===== config.mk =====
export PLATFORM = sky130hd
export DESIGN_NAME = manhattan_rank_and_nearest_tour_top
export DESIGN_NICKNAME = d
export VERILOG_FILES = /design/src/hdl/mrnt_pkg.sv /design/src/hdl/manhattan_rank_and_nearest_tour_top.sv /design/src/hdl/mrnt_ram.sv /design/src/hdl/mrnt_ctrl.sv /design/src/hdl/mrnt_datapath.sv
export SDC_FILE = /design/constraint.sdc
export NUM_CORES = 1
export LEC_CHECK = 0
export BUFFER_PORTS_ARGS = -buffer_cell sky130_fd_sc_hd__clkbuf_2
export CAP_MARGIN = 0
export CORE_MARGIN = 4
export CORE_UTILIZATION = 40
export DETAILED_ROUTE_END_ITERATION = 12
export PLACE_DENSITY_LB_ADDON = 0.1
export REMOVE_ABC_BUFFERS = 1
export SYNTH_ARGS = -nofsm -noshare
export SYNTH_HDL_FRONTEND = slang
export SYNTH_SLANG_ARGS = --single-unit
export TNS_END_PERCENT = 30

===== constraint.sdc =====
create_clock -name clk -period 8.15 [get_ports clk]
set_input_delay 0.4075 -clock clk [delete_from_list [all_inputs] [get_ports clk]]
set_output_delay 0.4075 -clock clk [all_outputs]
set_load 0.03 [all_outputs]

===== src/hdl/mrnt_pkg.sv =====
package mrnt_pkg;

	localparam int MAX_CITIES = 32;
	localparam int COORD_BITS = 16;

	localparam int IDX_W  = (MAX_CITIES > 1) ? $clog2(MAX_CITIES) : 1;
	localparam int CNT_W  = $clog2(MAX_CITIES + 1);
	localparam int DIST_W = COORD_BITS + 1;
	localparam int RUN_W  = 23;
	localparam int RAM_W  = 2 * COORD_BITS;

	localparam int CFG_IDX_W  = 2;
	localparam int CFG_DATA_W = 16;

	localparam logic [CFG_IDX_W-1:0] REG_MODE     = 2'd0;
	localparam logic [CFG_IDX_W-1:0] REG_ORIGIN_X = 2'd1;
	localparam logic [CFG_IDX_W-1:0] REG_ORIGIN_Y = 2'd2;

	localparam logic [1:0] MODE_ASC  = 2'd0;
	localparam logic [1:0] MODE_DESC = 2'd1;
	localparam logic [1:0] MODE_TOUR = 2'd2;

	typedef struct packed {
		logic signed [15:0] city_x;
		logic signed [15:0] city_y;
		logic               last_city;
	} city_t;

	typedef struct packed {
		logic [5:0]  rank;
		logic [4:0]  city_index;
		logic [16:0] leg_distance;
		logic [21:0] total_distance;
		logic        last_result;
	} result_t;

	typedef struct packed {
		logic load;
		logic start_run;
		logic issue;
		logic commit;
	} ctrl_cmd_t;

	typedef struct packed {
		logic issue_last;
		logic pipe_busy;
		logic out_full;
		logic run_last;
	} dp_status_t;

	typedef enum logic [1:0] {
		S_IDLE,
		S_START,
		S_SCAN,
		S_WAIT
	} state_t;

endpackage


===== src/hdl/manhattan_rank_and_nearest_tour_top.sv =====
// Cities load at one per cycle while idle; the item marked last_city starts a run.
// Each result takes one scan of the stored cities in the coordinate RAM (one read
// per cycle), two distance stages and a commit; the commit waits while output stalls.
// Reset clears the city count, visited marks, run state and configuration.
module manhattan_rank_and_nearest_tour_top import mrnt_pkg::*; (
	input  logic                  clk,
	input  logic                  arst_n,
	input  logic                  in_valid,
	output logic                  in_ready,
	input  city_t                 in_data,
	output logic                  out_valid,
	input  logic                  out_ready,
	output result_t               out_data,
	input  logic                  cfg_valid,
	output logic                  cfg_ready,
	input  logic [CFG_IDX_W-1:0]  cfg_index,
	input  logic [CFG_DATA_W-1:0] cfg_data
);

	ctrl_cmd_t  cmd;
	dp_status_t status;

	assign cfg_ready = 1'b1;

	mrnt_ctrl u_ctrl (
		.clk     (clk),
		.arst_n  (arst_n),
		.in_valid(in_valid),
		.in_last (in_data.last_city),
		.in_ready(in_ready),
		.status  (status),
		.cmd     (cmd)
	);

	mrnt_datapath u_datapath (
		.clk      (clk),
		.arst_n   (arst_n),
		.in_data  (in_data),
		.cfg_we   (cfg_valid),
		.cfg_index(cfg_index),
		.cfg_data (cfg_data),
		.cmd      (cmd),
		.status   (status),
		.out_valid(out_valid),
		.out_ready(out_ready),
		.out_data (out_data)
	);

endmodule


===== src/hdl/mrnt_ram.sv =====
module mrnt_ram #(
	parameter int WIDTH = 32,
	parameter int DEPTH = 32
) (
	input  logic                                       clk,
	input  logic                                       we,
	input  logic [((DEPTH > 1) ? $clog2(DEPTH) : 1)-1:0] waddr,
	input  logic [WIDTH-1:0]                           wdata,
	input  logic [((DEPTH > 1) ? $clog2(DEPTH) : 1)-1:0] raddr,
	output logic [WIDTH-1:0]                           rdata
);

	logic [WIDTH-1:0] mem_q [DEPTH];

	always_ff @(posedge clk) begin
		if (we) begin
			mem_q[waddr] <= wdata;
		end
		rdata <= mem_q[raddr];
	end

endmodule


===== src/hdl/mrnt_ctrl.sv =====
module mrnt_ctrl import mrnt_pkg::*; (
	input  logic       clk,
	input  logic       arst_n,
	input  logic       in_valid,
	input  logic       in_last,
	output logic       in_ready,
	input  dp_status_t status,
	output ctrl_cmd_t  cmd
);

	state_t state_q, state_d;

	always_ff @(posedge clk or negedge arst_n) begin
		if (!arst_n) begin
			state_q <= S_IDLE;
		end else begin
			state_q <= state_d;
		end
	end

	always_comb begin
		state_d  = state_q;
		cmd      = '0;
		in_ready = 1'b0;
		unique case (state_q)
			S_IDLE: begin
				in_ready = 1'b1;
				if (in_valid) begin
					cmd.load = 1'b1;
					if (in_last) begin
						state_d = S_START;
					end
				end
			end
			S_START: begin
				cmd.start_run = 1'b1;
				state_d       = S_SCAN;
			end
			S_SCAN: begin
				cmd.issue = 1'b1;
				if (status.issue_last) begin
					state_d = S_WAIT;
				end
			end
			S_WAIT: begin
				if (!status.pipe_busy && !status.out_full) begin
					cmd.commit = 1'b1;
					state_d    = status.run_last ? S_IDLE : S_SCAN;
				end
			end
			default: state_d = S_IDLE;
		endcase
	end

endmodule


===== src/hdl/mrnt_datapath.sv =====
module mrnt_datapath import mrnt_pkg::*; (
	input  logic                  clk,
	input  logic                  arst_n,
	input  city_t                 in_data,
	input  logic                  cfg_we,
	input  logic [CFG_IDX_W-1:0]  cfg_index,
	input  logic [CFG_DATA_W-1:0] cfg_data,
	input  ctrl_cmd_t             cmd,
	output dp_status_t            status,
	output logic                  out_valid,
	input  logic                  out_ready,
	output result_t               out_data
);

	logic [1:0]            mode_q;
	logic [COORD_BITS-1:0] org_x_q, org_y_q;
	logic [CNT_W-1:0]      cnt_q, k_q;
	logic [MAX_CITIES-1:0] visited_q;
	logic [COORD_BITS-1:0] cur_x_q, cur_y_q;
	logic [RUN_W-1:0]      total_q;
	logic [IDX_W-1:0]      addr_q;

	logic                  rd_v_s1;
	logic [IDX_W-1:0]      rd_idx_s1;
	logic                  v_s2;
	logic [IDX_W-1:0]      idx_s2;
	logic [COORD_BITS-1:0] x_s2, y_s2, adx_s2, ady_s2;

	logic                  found_q;
	logic [IDX_W-1:0]      best_idx_q;
	logic [DIST_W-1:0]     best_d_q;
	logic [COORD_BITS-1:0] best_x_q, best_y_q;

	logic                  out_valid_q;
	result_t               out_q;

	logic [RAM_W-1:0]      ram_rdata;
	logic                  ram_we;
	logic [COORD_BITS-1:0] ram_x, ram_y;
	logic [COORD_BITS:0]   dx, dy, ndx, ndy;
	logic [COORD_BITS-1:0] adx, ady;
	logic [DIST_W-1:0]     d_s2;
	logic                  better;
	logic                  tour, desc;
	logic [RUN_W-1:0]      new_total;

	assign tour = (mode_q == MODE_TOUR);
	assign desc = (mode_q == MODE_DESC);

	assign ram_we = cmd.load && (cnt_q < CNT_W'(MAX_CITIES));

	mrnt_ram #(
		.WIDTH(RAM_W),
		.DEPTH(MAX_CITIES)
	) u_coord_ram (
		.clk  (clk),
		.we   (ram_we),
		.waddr(cnt_q[IDX_W-1:0]),
		.wdata({in_data.city_x[COORD_BITS-1:0], in_data.city_y[COORD_BITS-1:0]}),
		.raddr(addr_q),
		.rdata(ram_rdata)
	);

	assign ram_x = ram_rdata[RAM_W-1:COORD_BITS];
	assign ram_y = ram_rdata[COORD_BITS-1:0];

	assign dx  = {ram_x[COORD_BITS-1], ram_x} - {cur_x_q[COORD_BITS-1], cur_x_q};
	assign dy  = {ram_y[COORD_BITS-1], ram_y} - {cur_y_q[COORD_BITS-1], cur_y_q};
	assign ndx = -dx;
	assign ndy = -dy;
	assign adx = dx[COORD_BITS] ? ndx[COORD_BITS-1:0] : dx[COORD_BITS-1:0];
	assign ady = dy[COORD_BITS] ? ndy[COORD_BITS-1:0] : dy[COORD_BITS-1:0];

	assign d_s2   = {1'b0, adx_s2} + {1'b0, ady_s2};
	assign better = !found_q || (desc ? (d_s2 > best_d_q) : (d_s2 < best_d_q));

	assign new_total = total_q + RUN_W'(best_d_q);

	assign status.issue_last = (CNT_W'(addr_q) == cnt_q - CNT_W'(1));
	assign status.pipe_busy  = rd_v_s1 || v_s2;
	assign status.out_full   = out_valid_q && !out_ready;
	assign status.run_last   = (k_q + CNT_W'(1) == cnt_q);

	assign out_valid = out_valid_q;
	assign out_data  = out_q;

	always_ff @(posedge clk or negedge arst_n) begin
		if (!arst_n) begin
			mode_q      <= MODE_ASC;
			org_x_q     <= '0;
			org_y_q     <= '0;
			cnt_q       <= '0;
			k_q         <= '0;
			visited_q   <= '0;
			total_q     <= '0;
			addr_q      <= '0;
			rd_v_s1     <= 1'b0;
			v_s2        <= 1'b0;
			found_q     <= 1'b0;
			out_valid_q <= 1'b0;
		end else begin
			if (cfg_we) begin
				unique case (cfg_index)
					REG_MODE:     mode_q  <= cfg_data[1:0];
					REG_ORIGIN_X: org_x_q <= cfg_data[COORD_BITS-1:0];
					REG_ORIGIN_Y: org_y_q <= cfg_data[COORD_BITS-1:0];
					default: ;
				endcase
			end

			if (ram_we) begin
				cnt_q <= cnt_q + CNT_W'(1);
			end

			rd_v_s1 <= cmd.issue;
			v_s2    <= rd_v_s1 && !visited_q[rd_idx_s1];

			if (cmd.issue) begin
				addr_q <= addr_q + IDX_W'(1);
			end

			if (v_s2 && better) begin
				found_q <= 1'b1;
			end

			if (out_valid_q && out_ready && !cmd.commit) begin
				out_valid_q <= 1'b0;
			end

			if (cmd.start_run) begin
				visited_q <= '0;
				total_q   <= '0;
				k_q       <= '0;
				addr_q    <= '0;
				found_q   <= 1'b0;
			end

			if (cmd.commit) begin
				visited_q[best_idx_q] <= 1'b1;
				if (tour) begin
					total_q <= new_total;
				end
				k_q         <= k_q + CNT_W'(1);
				addr_q      <= '0;
				found_q     <= 1'b0;
				out_valid_q <= 1'b1;
				if (status.run_last) begin
					cnt_q <= '0;
				end
			end
		end
	end

	always_ff @(posedge clk) begin
		rd_idx_s1 <= addr_q;
		idx_s2    <= rd_idx_s1;
		x_s2      <= ram_x;
		y_s2      <= ram_y;
		adx_s2    <= adx;
		ady_s2    <= ady;

		if (v_s2 && better) begin
			best_idx_q <= idx_s2;
			best_d_q   <= d_s2;
			best_x_q   <= x_s2;
			best_y_q   <= y_s2;
		end

		if (cmd.start_run) begin
			cur_x_q <= org_x_q;
			cur_y_q <= org_y_q;
		end else if (cmd.commit && tour) begin
			cur_x_q <= best_x_q;
			cur_y_q <= best_y_q;
		end

		if (cmd.commit) begin
			out_q.rank           <= 6'(k_q + CNT_W'(1));
			out_q.city_index     <= 5'(best_idx_q);
			out_q.leg_distance   <= 17'(best_d_q);
			out_q.total_distance <= tour ? new_total[21:0] : 22'd0;
			out_q.last_result    <= status.run_last;
		end
	end

endmodule


==> run metrics <==
Worst path max stage delay 620 ps; status complete, no violations; synthesized area 54700 µm²; CTS Hold Bufs 20; Ys Warns 0; Root Buffer clkbuf_16; Critical Path, Cell by Cell ha_1, fa_1, a21oi_1, o21bai_1, a21oi_1, o21ai_0, a41oi_1, nor2b_1, xnor2_1, ha_1, a21o_1, a21o_1, a21o_1, a21o_1, a21oi_1, o21ai_0, or3b_1, a31oi_4, buf_4; number of nets in the layout 3257; top achievable clock speed 197 MHz; FFs w/ async S/R, synth 8.06%; layout cell share with drive strength beyond 1 25.9%; Detailed Route WL 137 mm; H-tree depth 4; vias in the first global route 28800; Yosys cell types 80; final worst path period share roughly 62%; Slew Viols, Final 0; First-pass DRT Iterations 5; first-pass GRT wire length 199 mm; Post-synth EDFFs approximately 1200; Yosys top cell by area edfxtp_1; crit path time final roughly 5000 ps; Clk pin slew, worst setup/hold paths 60 ps; vias 27800; ys flop type edfxtp_1; Critical Path RT 8540 ps; vias per cell 5.54; post-CTS sizing 0; power density over the cells 235 nW/µm²; type of the worst setup path reg -> reg; Initial Util 40.4%; Final TNS setup 0 ps; Die Area 143000 µm²; Clock Latency Late Sink 780 ps; CTS max path bufs 3; CTS buffer count 151; VDD IR max 176 µV; initial antenna violation count 7; DP HPWL 74.0 mm; placer's final routability congestion estimate 0.824; worst setup margin 3070 ps; Die Height 378 µm; crit end category register; First DRT Iteration DRCs 2140; largest net degree at the start of global routing between 100 and 150; CTS tree yes; area growth from synthesis to layout 14.8%; crit start category register; CP arrival 5470 ps; slowest cell on the critical path buf_4; Die X-Extent 378 µm; Hold/Removal Path Class in -> reg; post-CTS setup buffers 0; most used cell, CP a21o_1; GR Overflow Total 0; Synth Instances 2888; DRC errors left 0; synth top area cells edfxtp_1, mux4_2, dfrtp_1, dfxtp_1, ha_1; post-route ant nets 0; Tot Pwr 14.7 mW; final setup skew ~30 ps; syn_area_per_cell 19.0 µm²; max-cap violation count 0; worst-margin pin slew 1350 ps; final setup fails 0; register area share after synthesis 72.6%; row cnt ~140; final hold vios 0; Ports 110; core area 136000 µm²; CTS Sinks about 1400; Placement Setup Slack 3060 ps; RSZ-0062 raised after global routing no; number of synthesized register bits about 1400; share of the synthesized area in the top cell type 63.7%; Pleak between 20 and 25 nW; CP Max Fanout 54; Worst slew margin 9.46%; port bufs approximately 110; global-route usage over all layers 19.3%; drt wl/cell 27.2 µm
through the flow:
stage               hold WS, ps  util (%)  std cells  area (µm²)
floorplan                   112         -       2773       54300
global placement            353      42.6       4714       57800
detailed placement          355      42.6       4714       57800
CTS                        13.3      46.3       5011       62900
global route               72.1      46.3       5011       62900
finish                     86.3      46.4       5014       62900
worst max-delay path, delay by kind of cell, from the launching register on:
| kind | cells | cell delay, ps |
|---|---|---|
| AOI/OAI and AO/OA | 12 | 2020 |
| adders and majority gates | 3 | 910 |
| buffers and inverters | 1 | 620 |
| and+or+nand+nor | 2 | 610 |
| DFF | 1 | 310 |
| xor gates and xnor gates | 1 | 170 |
metal layers:
layer / GRT usage (%) / share of wire (%) / routed length [µm]
met3: 3.15 / 4.8 / 6530
met4: 5.28 / 2.1 / 2920
met5: 0 / 0.0095 / 13
met1: 27.3 / 45 / 61200
met2: 31.4 / 48 / 66000
final cells by class:
cell class,count,area (µm²)
clock inverter,74,703
clock buffer,203,4190
timing repair buffer,180,1160
antenna,3,7.51
multi-input combinational,1306,14500
fill,11500,72800
tap,1781,2230
sequential,1378,39800
inverter,89,334
cell usage after synthesis (all sizes together) (7+ instances only):
| cell type | number |
|---|---|
| a21o | 20 |
| a21oi | 50 |
| a22o | 28 |
| a31oi | 7 |
| and2 | 8 |
| and3 | 10 |
| buf | 23 |
| clkbuf | 92 |
| dfrtp | 111 |
| dfxtp | 106 |
| edfxtp | 1161 |
| ha | 91 |
| inv | 88 |
| mux2 | 67 |
| mux4 | 330 |
| nand2 | 175 |
| nand2b | 14 |
| nand3 | 30 |
| nand3b | 9 |
| nand4 | 10 |
| nor2 | 105 |
| nor2b | 12 |
| nor3 | 33 |
| nor3b | 11 |
| o21a | 19 |
| o21ai | 66 |
| o21bai | 8 |
| o31ai | 10 |
| or2 | 9 |
| or3 | 18 |
| xnor2 | 59 |
| xor2 | 30 |
cells by family (layout without fill, tap and decap cells):
| family | after synthesis | in the layout | synth area share (%) |
|---|---|---|---|
| adders and majority gates | 95 | 95 | 2.23 |
| muxes | 399 | 399 | 15.0 |
| xor gates and xnor gates | 90 | 90 | 1.47 |
| other | 1 | 4 | 0.00685 |
| DFF | 1378 | 1378 | 72.6 |
| and+or+nand+nor | 451 | 451 | 3.84 |
| AOI/OAI and AO/OA | 270 | 270 | 3.43 |
| buffers and inverters | 204 | 546 | 1.41 |
path summary, 6_finish.rpt:
check	cells after the start	slack, ps	start	endpoint
min	3	90	cfg_index[1]	u_datapath.mode_q[0]
min in group asynchronous	2	180	arst_n	u_datapath.visited_q[9]
max in group asynchronous	3	6570	arst_n	u_datapath.total_q[0]
max	19	3070	u_datapath.ady_s2[0]	u_datapath.best_y_q[4]
min reg2reg	0	360	u_datapath.u_coord_ram.rdata[16]	u_datapath.x_s2[0]
max reg2reg	19	3070	u_datapath.ady_s2[0]	u_datapath.best_y_q[4]
where the power goes:
part | internal (mW) | switching [mW] | total [mW]
registers | 7.74 | 0.0549 | 7.79
clock network | 3.89 | 2.77 | 6.66
logic | 0.0955 | 0.202 | 0.298
placed cells by master (no fill, tap or decap), types with 37 or more instances in the layout:
cell       instances
dfxtp_1          106
clkbuf_2         107
edfxtp_1        1161
ha_1              91
nand2_1          175
clkbuf_1          37
dfrtp_1          106
o21ai_0           62
nor2_1            75
mux2_2            67
xnor2_1           59
inv_1             88
buf_4             51
mux4_2           330
a21oi_1           50
clkbuf_16        157
flip-flops by register name, summed over array words and instances (netlist names), 6 cells and up:
register	flops
u_datapath.u_coord_ram.mem_q	1024
u_datapath.k_q	6
u_datapath.org_y_q	16
u_datapath.best_x_q	16
u_datapath.cnt_q	6
u_datapath.x_s2	16
u_datapath.org_x_q	16
u_datapath.y_s2	16
u_datapath.u_coord_ram.rdata	32
u_datapath.total_q	22
u_datapath.cur_y_q	16
u_datapath.ady_s2	16
u_datapath.adx_s2	16
u_datapath.best_d_q	17
u_datapath.visited_q	32
u_datapath.best_y_q	16
u_datapath.cur_x_q	16
u_datapath.out_data	51
Note: power is estimated with default switching activity, not from simulation.
